**config.mk**
```make
export PLATFORM = sky130hd
export DESIGN_NAME = access_card_whitelist
export DESIGN_NICKNAME = d
export VERILOG_FILES = /design/src/rtl/acw_pkg.sv /design/src/rtl/acw_table.sv /design/src/rtl/acw_ctrl.sv /design/src/rtl/access_card_whitelist.sv
export SDC_FILE = /design/constraint.sdc
export NUM_CORES = 2
export LEC_CHECK = 0
export ABC_CLOCK_PERIOD_IN_PS = 10700
export BUFFER_PORTS_ARGS = -buffer_cell sky130_fd_sc_hd__buf_4
export CAP_MARGIN = 20
export CORE_MARGIN = 5
export CORE_UTILIZATION = 50
export DETAILED_ROUTE_END_ITERATION = 10
export GPL_TIMING_DRIVEN = 0
export HOLD_SLACK_MARGIN = 0.03
export PLACE_DENSITY = 0.69
export SKIP_LAST_GASP = 1
export SYNTH_ARGS = -nofsm -noshare
export SYNTH_HDL_FRONTEND = slang
export SYNTH_SLANG_ARGS = --single-unit
```
**constraint.sdc**
```tcl
create_clock -name clk -period 10.7 [get_ports clk]
set_clock_uncertainty 0.15 [all_clocks]
set_input_delay 0.535 -clock clk [delete_from_list [all_inputs] [get_ports clk]]
set_output_delay 0.535 -clock clk [all_outputs]
set_load 0.005 [all_outputs]
```
**src/rtl/acw_pkg.sv**
```systemverilog
// Shared types, field widths and codes for the access card whitelist.
// No dependencies; every other file of the block imports this package.
package acw_pkg;

	// Table size default
	localparam int ACW_CAPACITY = 64;

	// Field widths
	localparam int UID_W     = 32;
	localparam int TIME_W    = 48;
	localparam int RND_W     = 16;
	localparam int WIN_W     = 32;
	localparam int SWP_W     = 8;
	localparam int OUTC_W    = 3;
	localparam int ENT_W     = 7;
	localparam int SLOT_W    = 6;
	localparam int CFG_IDX_W = 2;
	localparam int CFG_DAT_W = 32;

	// Outcome codes
	localparam logic [OUTC_W-1:0] OUT_NONE        = 3'd0;
	localparam logic [OUTC_W-1:0] OUT_MASTER_SET  = 3'd1;
	localparam logic [OUTC_W-1:0] OUT_MASTER_IDLE = 3'd2;
	localparam logic [OUTC_W-1:0] OUT_ENROLLED    = 3'd3;
	localparam logic [OUTC_W-1:0] OUT_REPLACED    = 3'd4;
	localparam logic [OUTC_W-1:0] OUT_CLEARED     = 3'd5;
	localparam logic [OUTC_W-1:0] OUT_DENIED      = 3'd6;
	localparam logic [OUTC_W-1:0] OUT_GRANTED     = 3'd7;

	// Configuration register indexes
	localparam logic [CFG_IDX_W-1:0] CFG_ENROLL_WIN   = 2'd0;
	localparam logic [CFG_IDX_W-1:0] CFG_CLEAN_WIN    = 2'd1;
	localparam logic [CFG_IDX_W-1:0] CFG_CLEAN_SWIPES = 2'd2;

	// Configuration reset values
	localparam logic [WIN_W-1:0] ENROLL_WIN_RST   = WIN_W'(3 * 1000000);
	localparam logic [WIN_W-1:0] CLEAN_WIN_RST    = WIN_W'(2 * 1000000);
	localparam logic [SWP_W-1:0] CLEAN_SWIPES_RST = SWP_W'(10);

	typedef struct packed {
		logic [WIN_W-1:0] enroll_win;
		logic [WIN_W-1:0] clean_win;
		logic [SWP_W-1:0] clean_swipes;
	} acw_cfg_t;

	typedef struct packed {
		logic [OUTC_W-1:0] outcome;
		logic [ENT_W-1:0]  entries_before;
		logic [ENT_W-1:0]  entries_after;
		logic [SLOT_W-1:0] slot_written;
		logic              expired_seen;
	} acw_result_t;

endpackage

```
**src/rtl/acw_table.sv**
```systemverilog
// Card UID table: single write port, single registered read port.
// Depends on acw_pkg for the UID width.
module acw_table #(
	parameter int DEPTH = acw_pkg::ACW_CAPACITY,
	parameter int AW    = $clog2(DEPTH)
) (
	input  logic                     clk,
	input  logic                     wr_en,
	input  logic [AW-1:0]            wr_addr,
	input  logic [acw_pkg::UID_W-1:0] wr_data,
	input  logic                     rd_en,
	input  logic [AW-1:0]            rd_addr,
	output logic [acw_pkg::UID_W-1:0] rd_data
);
	import acw_pkg::*;

	logic [UID_W-1:0] mem [DEPTH];

	// Write one entry, read one entry into the output register
	always_ff @(posedge clk) begin
		if (wr_en) begin
			mem[wr_addr] <= wr_data;
		end
		if (rd_en) begin
			rd_data <= mem[rd_addr];
		end
	end

endmodule

```
**src/rtl/acw_ctrl.sv**
```systemverilog
// Sequencer for the whitelist: linear table search, one shared add/compare
// for the time windows, reciprocal-multiply slot remainder. Depends on acw_pkg, acw_table.
module acw_ctrl #(
	parameter int CAPACITY = acw_pkg::ACW_CAPACITY
) (
	input  logic                        clk,
	input  logic                        arst_n,
	input  logic                        start,
	input  logic [acw_pkg::UID_W-1:0]   card_uid,
	input  logic [acw_pkg::TIME_W-1:0]  now_us,
	input  logic                        reader_expired,
	input  logic [acw_pkg::RND_W-1:0]   random_word,
	input  acw_pkg::acw_cfg_t           cfg,
	output logic                        busy,
	output logic                        done,
	output acw_pkg::acw_result_t        res
);
	import acw_pkg::*;

	localparam int AW = $clog2(CAPACITY);
	localparam int CW = $clog2(CAPACITY + 1);
	localparam logic [CW-1:0] CAP_C = CW'(CAPACITY);

	// random_word / CAPACITY as (random_word * MOD_MUL) >> MOD_SH, exact for 16-bit words
	localparam int     MOD_SH = RND_W + AW;
	localparam longint MOD_K  = ((longint'(1) << MOD_SH) + longint'(CAPACITY) - 1) /
		longint'(CAPACITY);
	localparam int     MW     = RND_W + 2;
	localparam logic [MW-1:0]    MOD_MUL = MW'(MOD_K);
	localparam logic [RND_W-1:0] CAP_W   = RND_W'(CAPACITY);

	localparam logic [2:0] S_IDLE = 3'd0;
	localparam logic [2:0] S_SCAN = 3'd1;
	localparam logic [2:0] S_ENR  = 3'd2;
	localparam logic [2:0] S_MOD  = 3'd3;
	localparam logic [2:0] S_CLN  = 3'd4;
	localparam logic [2:0] S_OUT  = 3'd5;
	localparam logic [2:0] S_QUO  = 3'd6;

	logic [2:0]        state_q;
	logic [UID_W-1:0]  uid_q;
	logic [TIME_W-1:0] now_q;
	logic [RND_W-1:0]  rnd_q;
	logic              exp_q;
	logic [CW-1:0]     count_q;
	logic [CW-1:0]     before_q;
	logic [UID_W-1:0]  pend_q;
	logic [TIME_W-1:0] ptime_q;
	logic [SWP_W-1:0]  rapid_q;
	logic [TIME_W-1:0] lmt_q;
	logic [OUTC_W-1:0] outc_q;
	logic [AW-1:0]     slot_q;
	logic [AW-1:0]     addr_q;
	logic              iss_q;
	logic              iss_s1;
	logic [AW-1:0]     idx_s1;
	logic [RND_W-1:0]  quo_q;

	logic              accept;
	logic              full;
	logic [CW-1:0]     cnt_m1;
	logic [AW-1:0]     last_addr;
	logic [UID_W-1:0]  rd_data;
	logic              wr_en;
	logic [AW-1:0]     wr_addr;
	logic [UID_W-1:0]  wr_data;
	logic [TIME_W-1:0] cmp_base;
	logic [WIN_W-1:0]  cmp_win;
	logic [TIME_W:0]   cmp_sum;
	logic              lt;
	logic              enroll_ok;
	logic              over_limit;
	logic [RND_W+MW-1:0] mod_prod;
	logic [RND_W-1:0]  quo_nx;
	logic [RND_W-1:0]  mod_rem;
	logic [AW-1:0]     mod_slot;

	assign busy      = (state_q != S_IDLE);
	assign done      = (state_q == S_OUT);
	assign accept    = start && (state_q == S_IDLE);
	assign full      = (count_q == CAP_C);
	assign cnt_m1    = count_q - CW'(1);
	assign last_addr = cnt_m1[AW-1:0];

	// Shared window unit: now < base + window, formed without wrap
	always_comb begin
		if (state_q == S_ENR) begin
			cmp_base = ptime_q;
			cmp_win  = cfg.enroll_win;
		end else begin
			cmp_base = lmt_q;
			cmp_win  = cfg.clean_win;
		end
		cmp_sum = {1'b0, cmp_base} + (TIME_W + 1)'(cmp_win);
		lt      = ({1'b0, now_q} < cmp_sum);
	end

	assign enroll_ok  = lt && (pend_q != '0);
	assign over_limit = (({1'b0, rapid_q} + (SWP_W + 1)'(1)) > {1'b0, cfg.clean_swipes});

	// Slot pick: quotient by reciprocal multiply, registered; remainder in the next cycle
	assign mod_prod = {{MW{1'b0}}, rnd_q} * {{RND_W{1'b0}}, MOD_MUL};
	assign quo_nx   = RND_W'(mod_prod >> MOD_SH);
	assign mod_rem  = rnd_q - quo_q * CAP_W;
	assign mod_slot = mod_rem[AW-1:0];

	// Table write port
	always_comb begin
		wr_en   = 1'b0;
		wr_addr = '0;
		wr_data = pend_q;
		if (accept && (card_uid != '0) && (count_q == '0)) begin
			wr_en   = 1'b1;
			wr_data = card_uid;
		end else if ((state_q == S_ENR) && enroll_ok && !full) begin
			wr_en   = 1'b1;
			wr_addr = count_q[AW-1:0];
		end else if (state_q == S_MOD) begin
			wr_en   = 1'b1;
			wr_addr = mod_slot;
		end
	end

	acw_table #(
		.DEPTH(CAPACITY),
		.AW   (AW)
	) u_table (
		.clk    (clk),
		.wr_en  (wr_en),
		.wr_addr(wr_addr),
		.wr_data(wr_data),
		.rd_en  ((state_q == S_SCAN) && iss_q),
		.rd_addr(addr_q),
		.rd_data(rd_data)
	);

	// Sequencer
	always_ff @(posedge clk or negedge arst_n) begin
		if (!arst_n) begin
			state_q  <= S_IDLE;
			count_q  <= '0;
			pend_q   <= '0;
			ptime_q  <= '0;
			rapid_q  <= '0;
			lmt_q    <= '0;
			iss_q    <= 1'b0;
			iss_s1   <= 1'b0;
			idx_s1   <= '0;
			addr_q   <= '0;
			uid_q    <= '0;
			now_q    <= '0;
			rnd_q    <= '0;
			exp_q    <= 1'b0;
			before_q <= '0;
			outc_q   <= OUT_NONE;
			slot_q   <= '0;
			quo_q    <= '0;
		end else begin
			case (state_q)
				S_IDLE: begin
					if (accept) begin
						uid_q    <= card_uid;
						now_q    <= now_us;
						rnd_q    <= random_word;
						exp_q    <= reader_expired;
						before_q <= count_q;
						slot_q   <= '0;
						addr_q   <= '0;
						iss_s1   <= 1'b0;
						if (card_uid == '0) begin
							outc_q  <= OUT_NONE;
							state_q <= S_OUT;
						end else if (count_q == '0) begin
							count_q <= CW'(1);
							outc_q  <= OUT_MASTER_SET;
							state_q <= S_OUT;
						end else begin
							iss_q   <= 1'b1;
							state_q <= S_SCAN;
						end
					end
				end
				S_SCAN: begin
					// Issue the next read while the previous one is compared
					idx_s1 <= addr_q;
					if (iss_s1 && (rd_data == uid_q)) begin
						iss_q  <= 1'b0;
						iss_s1 <= 1'b0;
						if (idx_s1 == '0) begin
							state_q <= S_ENR;
						end else begin
							outc_q  <= OUT_GRANTED;
							state_q <= S_OUT;
						end
					end else if (iss_s1 && (idx_s1 == last_addr)) begin
						iss_q   <= 1'b0;
						iss_s1  <= 1'b0;
						outc_q  <= OUT_DENIED;
						pend_q  <= uid_q;
						ptime_q <= now_q;
						state_q <= S_OUT;
					end else begin
						iss_s1 <= iss_q;
						if (iss_q) begin
							if (addr_q == last_addr) begin
								iss_q <= 1'b0;
							end else begin
								addr_q <= addr_q + AW'(1);
							end
						end
					end
				end
				S_ENR: begin
					if (enroll_ok) begin
						if (full) begin
							state_q <= S_QUO;
						end else begin
							slot_q  <= count_q[AW-1:0];
							count_q <= count_q + CW'(1);
							outc_q  <= OUT_ENROLLED;
							pend_q  <= '0;
							ptime_q <= '0;
							state_q <= S_OUT;
						end
					end else begin
						state_q <= S_CLN;
					end
				end
				S_QUO: begin
					// Hold the quotient of the random word
					quo_q   <= quo_nx;
					state_q <= S_MOD;
				end
				S_MOD: begin
					// Overwrite the picked slot with the pending card
					slot_q  <= mod_slot;
					outc_q  <= OUT_REPLACED;
					pend_q  <= '0;
					ptime_q <= '0;
					state_q <= S_OUT;
				end
				S_CLN: begin
					// Count rapid master swipes, clear the table past the limit
					lmt_q <= now_q;
					if (lt && over_limit) begin
						count_q <= '0;
						rapid_q <= '0;
						outc_q  <= OUT_CLEARED;
					end else if (lt) begin
						rapid_q <= rapid_q + SWP_W'(1);
						outc_q  <= OUT_MASTER_IDLE;
					end else begin
						rapid_q <= '0;
						outc_q  <= OUT_MASTER_IDLE;
					end
					state_q <= S_OUT;
				end
				S_OUT: begin
					state_q <= S_IDLE;
				end
				default: begin
					state_q <= S_IDLE;
				end
			endcase
		end
	end

	// Result beat
	always_comb begin
		res.outcome        = outc_q;
		res.entries_before = ENT_W'(before_q);
		res.entries_after  = ENT_W'(count_q);
		res.slot_written   = SLOT_W'(slot_q);
		res.expired_seen   = exp_q;
	end

endmodule

```
**src/rtl/access_card_whitelist.sv**
```systemverilog
// Access card whitelist top level: configuration registers and result ports.
// Depends on acw_pkg and acw_ctrl (which holds the card table).
//
//  channel   handshake            payload
//  -------   ------------------   ---------------------------------------------
//  item      start / busy         card_uid, now_us, reader_expired, random_word
//  result    done (1-cycle)       outcome, entries_before, entries_after,
//                                 slot_written, expired_seen
//  config    cfg_valid/cfg_ready  cfg_index, cfg_data
//
// Steps per item: no card, or a card into an empty table, is answered without
// a table search. Otherwise the table is searched one entry per cycle and the
// search stops at the first match or after the last entry. A master swipe then
// enrols the pending card, counts towards a clear, or overwrites a slot of a
// full table.
// Reset clears all control state; table contents stay undefined until written.
// The receiver cannot stall: done is high for one cycle with the result beat.
module access_card_whitelist #(
	parameter int CAPACITY = acw_pkg::ACW_CAPACITY
) (
	input  logic                           clk,
	input  logic                           arst_n,
	input  logic                           start,
	output logic                           busy,
	input  logic [acw_pkg::UID_W-1:0]      card_uid,
	input  logic [acw_pkg::TIME_W-1:0]     now_us,
	input  logic                           reader_expired,
	input  logic [acw_pkg::RND_W-1:0]      random_word,
	output logic                           done,
	output logic [acw_pkg::OUTC_W-1:0]     outcome,
	output logic [acw_pkg::ENT_W-1:0]      entries_before,
	output logic [acw_pkg::ENT_W-1:0]      entries_after,
	output logic [acw_pkg::SLOT_W-1:0]     slot_written,
	output logic                           expired_seen,
	input  logic                           cfg_valid,
	output logic                           cfg_ready,
	input  logic [acw_pkg::CFG_IDX_W-1:0]  cfg_index,
	input  logic [acw_pkg::CFG_DAT_W-1:0]  cfg_data
);
	import acw_pkg::*;

	acw_cfg_t    cfg_q;
	acw_result_t res;

	assign cfg_ready = 1'b1;

	// Configuration registers; unknown indexes drop the beat
	always_ff @(posedge clk or negedge arst_n) begin
		if (!arst_n) begin
			cfg_q.enroll_win   <= ENROLL_WIN_RST;
			cfg_q.clean_win    <= CLEAN_WIN_RST;
			cfg_q.clean_swipes <= CLEAN_SWIPES_RST;
		end else if (cfg_valid && cfg_ready) begin
			case (cfg_index)
				CFG_ENROLL_WIN:   cfg_q.enroll_win   <= cfg_data[WIN_W-1:0];
				CFG_CLEAN_WIN:    cfg_q.clean_win    <= cfg_data[WIN_W-1:0];
				CFG_CLEAN_SWIPES: cfg_q.clean_swipes <= cfg_data[SWP_W-1:0];
				default: begin
				end
			endcase
		end
	end

	acw_ctrl #(
		.CAPACITY(CAPACITY)
	) u_ctrl (
		.clk           (clk),
		.arst_n        (arst_n),
		.start         (start),
		.card_uid      (card_uid),
		.now_us        (now_us),
		.reader_expired(reader_expired),
		.random_word   (random_word),
		.cfg           (cfg_q),
		.busy          (busy),
		.done          (done),
		.res           (res)
	);

	// Split the result beat onto its ports
	assign outcome        = res.outcome;
	assign entries_before = res.entries_before;
	assign entries_after  = res.entries_after;
	assign slot_written   = res.slot_written;
	assign expired_seen   = res.expired_seen;

endmodule

```
==> metrics list <==
- Combinational Power Share: 0.320
* Via count of the first global-routing pass: 52,977
- # setup viols final: 0
- Status: complete, no violations
- Endpoints failing hold: 0
- Met1 wire length: 101,300 µm
- Of the total synthesized cell area, the portion taken by XOR and XNOR cells is 0.009937.
- Starting utilization of the core area: 0.5036
* Share of synthesized cell area in and, or, nand and nor gates: 0.04275
* Routed WL: 270,600 µm
- In the final design database the tool counted 5,953 nets.
- The cell area that synthesis handed to floorplanning was 97,080 µm².
- Top sig layer: met5
- Of the total power, registers draw 0.410.
* Max stage delay cell, worst path: nor3b_2
- Registers take 70,870 µm².
- The fraction of the mapped netlist area in compound gates was 0.02380.
- In this run the mean area of a mapped cell was 19.41 µm².
* Element type at the critical path start: flip-flop
* Pre-Repair DR Iteration Count: 5
- The first global-routing pass estimated 386,100 µm of wire.
- The count of buffers added on input and output ports is 150.
- TritonCTS built the clock tree.
* Post-Route Setup TNS: 0 ps
* Cell Int Power: 19,970 µW
- After floorplanning, the core was sized to cover 192,800 µm².
- The routed design uses 128,600 µm of met2 wire.
- Maximum single-stage delay on the critical path: 660 ps
- By area, the combinational part of the netlist is dominated by multiplexers.
- Proportion of synthesized chip area in sequential cells: 0.7300
- Of the post-synthesis cell area, the part taken by muxes is 0.1700.
- Grt total ovfl: 0
- Synthesized Nets: 5,228
- Clock latency on the worst-skew pair, taken at its later pin, is 890 ps.
- Worst slew slack as a fraction of its limit: 0.1202
- Met3 wire length: 25,150 µm
- Buffers inserted during clock tree synthesis total 231.
- Using the TritonRoute via totals, the vias-per-cell ratio works out to 6.252.
- The area growth from synthesis to layout is 17.71%.
- Power density over cell area: 259.2 nW/µm²
- For this run, design rule violations remaining after detail routing come to 0.
- The worst-case IR drop observed on VDD is 201.4 µV.
* Maximum clock rate: 97.90 MHz
* Top fanout value on the critical path: 25
- In this run, synthesis produced a sequential element count of 2,415.
* Crit Path Class: flip-flop to flip-flop
* Share of flip-flops with an asynchronous set or reset: 0.1387
* Number of standard-cell rows in the floorplan: 161
* Count of cell types in the netlist: 83
- Fraction of layout instances using a drive strength above 1: 0.2732
- Routability-driven placement finished with a final weighted congestion of 0.8771.
- Summing all multi-input logic gate instances after layout gives 25,610 µm².
* Portion of the clock cycle consumed by the worst path in the final layout: 0.9546
* HPWL after detailed placement: 182,400 µm
- The top cell types in the final layout, fill and taps aside, are edfxtp_1, nand2_1, mux4_2, dfrtp_1, clkbuf_16.
* Number of violations reported at the end of detailed-routing iteration 0: 6,497
- Final number of max-transition violations: 0
- Count of clock tree sinks: 2,415
- The layout has 13,572 filler cells.
- Maximum clock insertion buffer count: 3
* Actual transition at the worst max-transition pin: 1320 ps
* Average wire length per cell after detail routing: 32.00 µm
* Setup repair after global routing missed its margin: no
* H-tree depth: 4
* Number of flops mapped to enable cells by yosys: 2,080
- P_sw: 9650 µW
* DIE HEIGHT: 450.6 µm
- Entering global routing, the biggest net connects 98 pins.
* Crit end category: flip-flop
- Switching part of the total power: 0.3258
- Total placed cells including tap cells: 7,794
- CTS root buffer: clkbuf_16
- Worst path required time: 11,120 ps
- Worst hold slack after final layout: 116.6 ps
- Number of nets with antenna violations after detailed routing: 0
- Signal arrival time at the worst endpoint: 10,630 ps
- In the global route stage, overall resource usage came out at 0.2650.
* Max-capacitance violation count: 0
* Die boundary width: 450.6 µm
- Final critical delay including setup and external delays: 10,210 ps
- Instance count of the mapped netlist: 5,001
* Via count of the routed design: 52,864
* Die Outline Area: 203,100 µm²
- Post-synthesis adder-cell area fraction: 0.01193
* Count of placed standard cells in the final layout, fillers left out: 8,456
* Reported leakage power: 0.03968 µW
- Clk pwr share: 0.270
- Type of the tightest min-delay check: input port to asynchronous set/reset pin
- 162 I/O pins were placed.
- In the synthesized netlist the dominant register cell turns out to be edfxtp_1.
* Clock transition at path regs: 70 ps
* Most common library cell in the layout ignoring fill and taps: edfxtp_1
- The initial antenna violation count was 12.
* Count of warnings emitted by yosys: 0
cells in the mapped netlist (all sizes together) (5+ instances only):
library cell | instances | area (µm²)
mux2 | 109 | 1227
nor3 | 16 | 80.08
nand3 | 40 | 210.2
dfstp | 19 | 499.2
nand4 | 18 | 112.6
a21o | 16 | 120.1
buf | 73 | 310.3
inv | 34 | 127.6
nand2b | 12 | 75.07
nor2b | 19 | 118.9
o21bai | 11 | 82.58
nand2 | 679 | 2549
a22o | 86 | 753.2
or3 | 5 | 36.28
and3 | 12 | 75.07
dfrtp | 316 | 7908
a21oi | 74 | 374.1
o211ai | 9 | 67.56
nor4 | 24 | 150.1
a41oi | 9 | 78.83
xor2 | 60 | 525.5
a211oi | 8 | 72.57
a31oi | 11 | 68.82
mux2i | 14 | 140.1
nor2 | 111 | 416.7
nand3b | 6 | 57.56
nor3b | 6 | 61.31
xnor2 | 45 | 394.1
mux4 | 672 | 15130
o21a | 10 | 75.07
o21ai | 60 | 300.3
and2 | 11 | 68.82
clkbuf | 182 | 684.4
edfxtp | 2080 | 62460
ha | 91 | 1139
routing by layer:
| layer | up-vias | track usage |
|---|---|---|
| met5 | - | 0 |
| met4 | 4 | 0.1262 |
| met3 | 541 | 0.05160 |
| li1 | 21590 | - |
| met1 | 27812 | 0.3600 |
| met2 | 2917 | 0.4182 |
registers in the layout (all words and copies together) (netlist names), 7 cells and up:
signal	flops
u_ctrl.ptime_q	48
u_ctrl.u_table.mem	2048
u_ctrl.lmt_q	48
u_ctrl.before_q	7
u_ctrl.rapid_q	8
cfg_q	72
u_ctrl.count_q	7
u_ctrl.pend_q	32
u_ctrl.u_table.rd_data	32
u_ctrl.uid_q	32
u_ctrl.now_q	48
power groups by stage:
stage | registers (µW) | clock network (µW) | logic (µW)
after floorplan | 12200 | 0 | 5240
after global placement | 12400 | 0 | 8620
after detailed placement | 12300 | 0 | 9090
after CTS | 12100 | 8090 | 9160
after global routing | 12200 | 8530 | 9880
final | 12100 | 8010 | 9470
area by class of cell:
class                   instances  share of cell area
diodes                          4          0.00008759
plain buffers                 255            0.008825
clock buffers                 284             0.05339
clock inverters               149             0.01186
inverters                      34            0.001117
multi-input cells            2297              0.2241
flip-flops and latches       2415              0.6201
well taps                    2526             0.02766
repair buffers                492             0.05280
worst max-delay path, delay by kind of cell (launching register included):
family          cells  cell delay, ps
flops               1             360
buf+inv             7            2330
fa+ha+maj           2             390
simple gates       10            3210
xor+xnor            1             190
compound gates     10            3230
worst paths after layout:
path	start	end	slack (ps)	depth (start not counted)
max reg2reg	u_ctrl.state_q[0]	u_ctrl.u_table.mem[51][14]	490	30
min reg2reg	u_ctrl.lmt_q[27]	u_ctrl.lmt_q[27]	320	2
max	u_ctrl.state_q[0]	u_ctrl.u_table.mem[51][14]	490	30
min in group clk	cfg_index[0]	cfg_q[71]	130	4
min	arst_n	cfg_q[30]	120	2
max in group asynchronous	arst_n	u_ctrl.pend_q[8]	8890	4
metrics by stage:
step                area [µm²]  setup slack, ps  total power, µW  utilization
floorplan                97080             2035            17390            -
detailed placement      104200           -566.9            21420       0.5404
global route            114300            24.93            30580       0.5928
CTS                     113100            108.9            29400       0.5865
finish                  114300            485.5            29620       0.5928
global placement        101400            -3362            20980       0.5258
what timing repair did:
action / CTS / global route
pin swaps: 7 / 14
hold endpoints to repair: 293 / 0
setup endpoints to repair: 1370 / 1592
gates cloned: 0 / 0
hold buffers: 123 / 0
resized for setup: 4 / 5
buffers inserted: 16 / 41
cell families after synthesis:
logic type                 after synthesis
adders and majority gates               92
DFF                                   2415
AOI/OAI and AO/OA                      327
xor gates and xnor gates               107
muxes                                  795
and+or+nand+nor                        975
other                                    1
buffers and inverters                  289
Note: power is estimated with default switching activity, not from simulation.
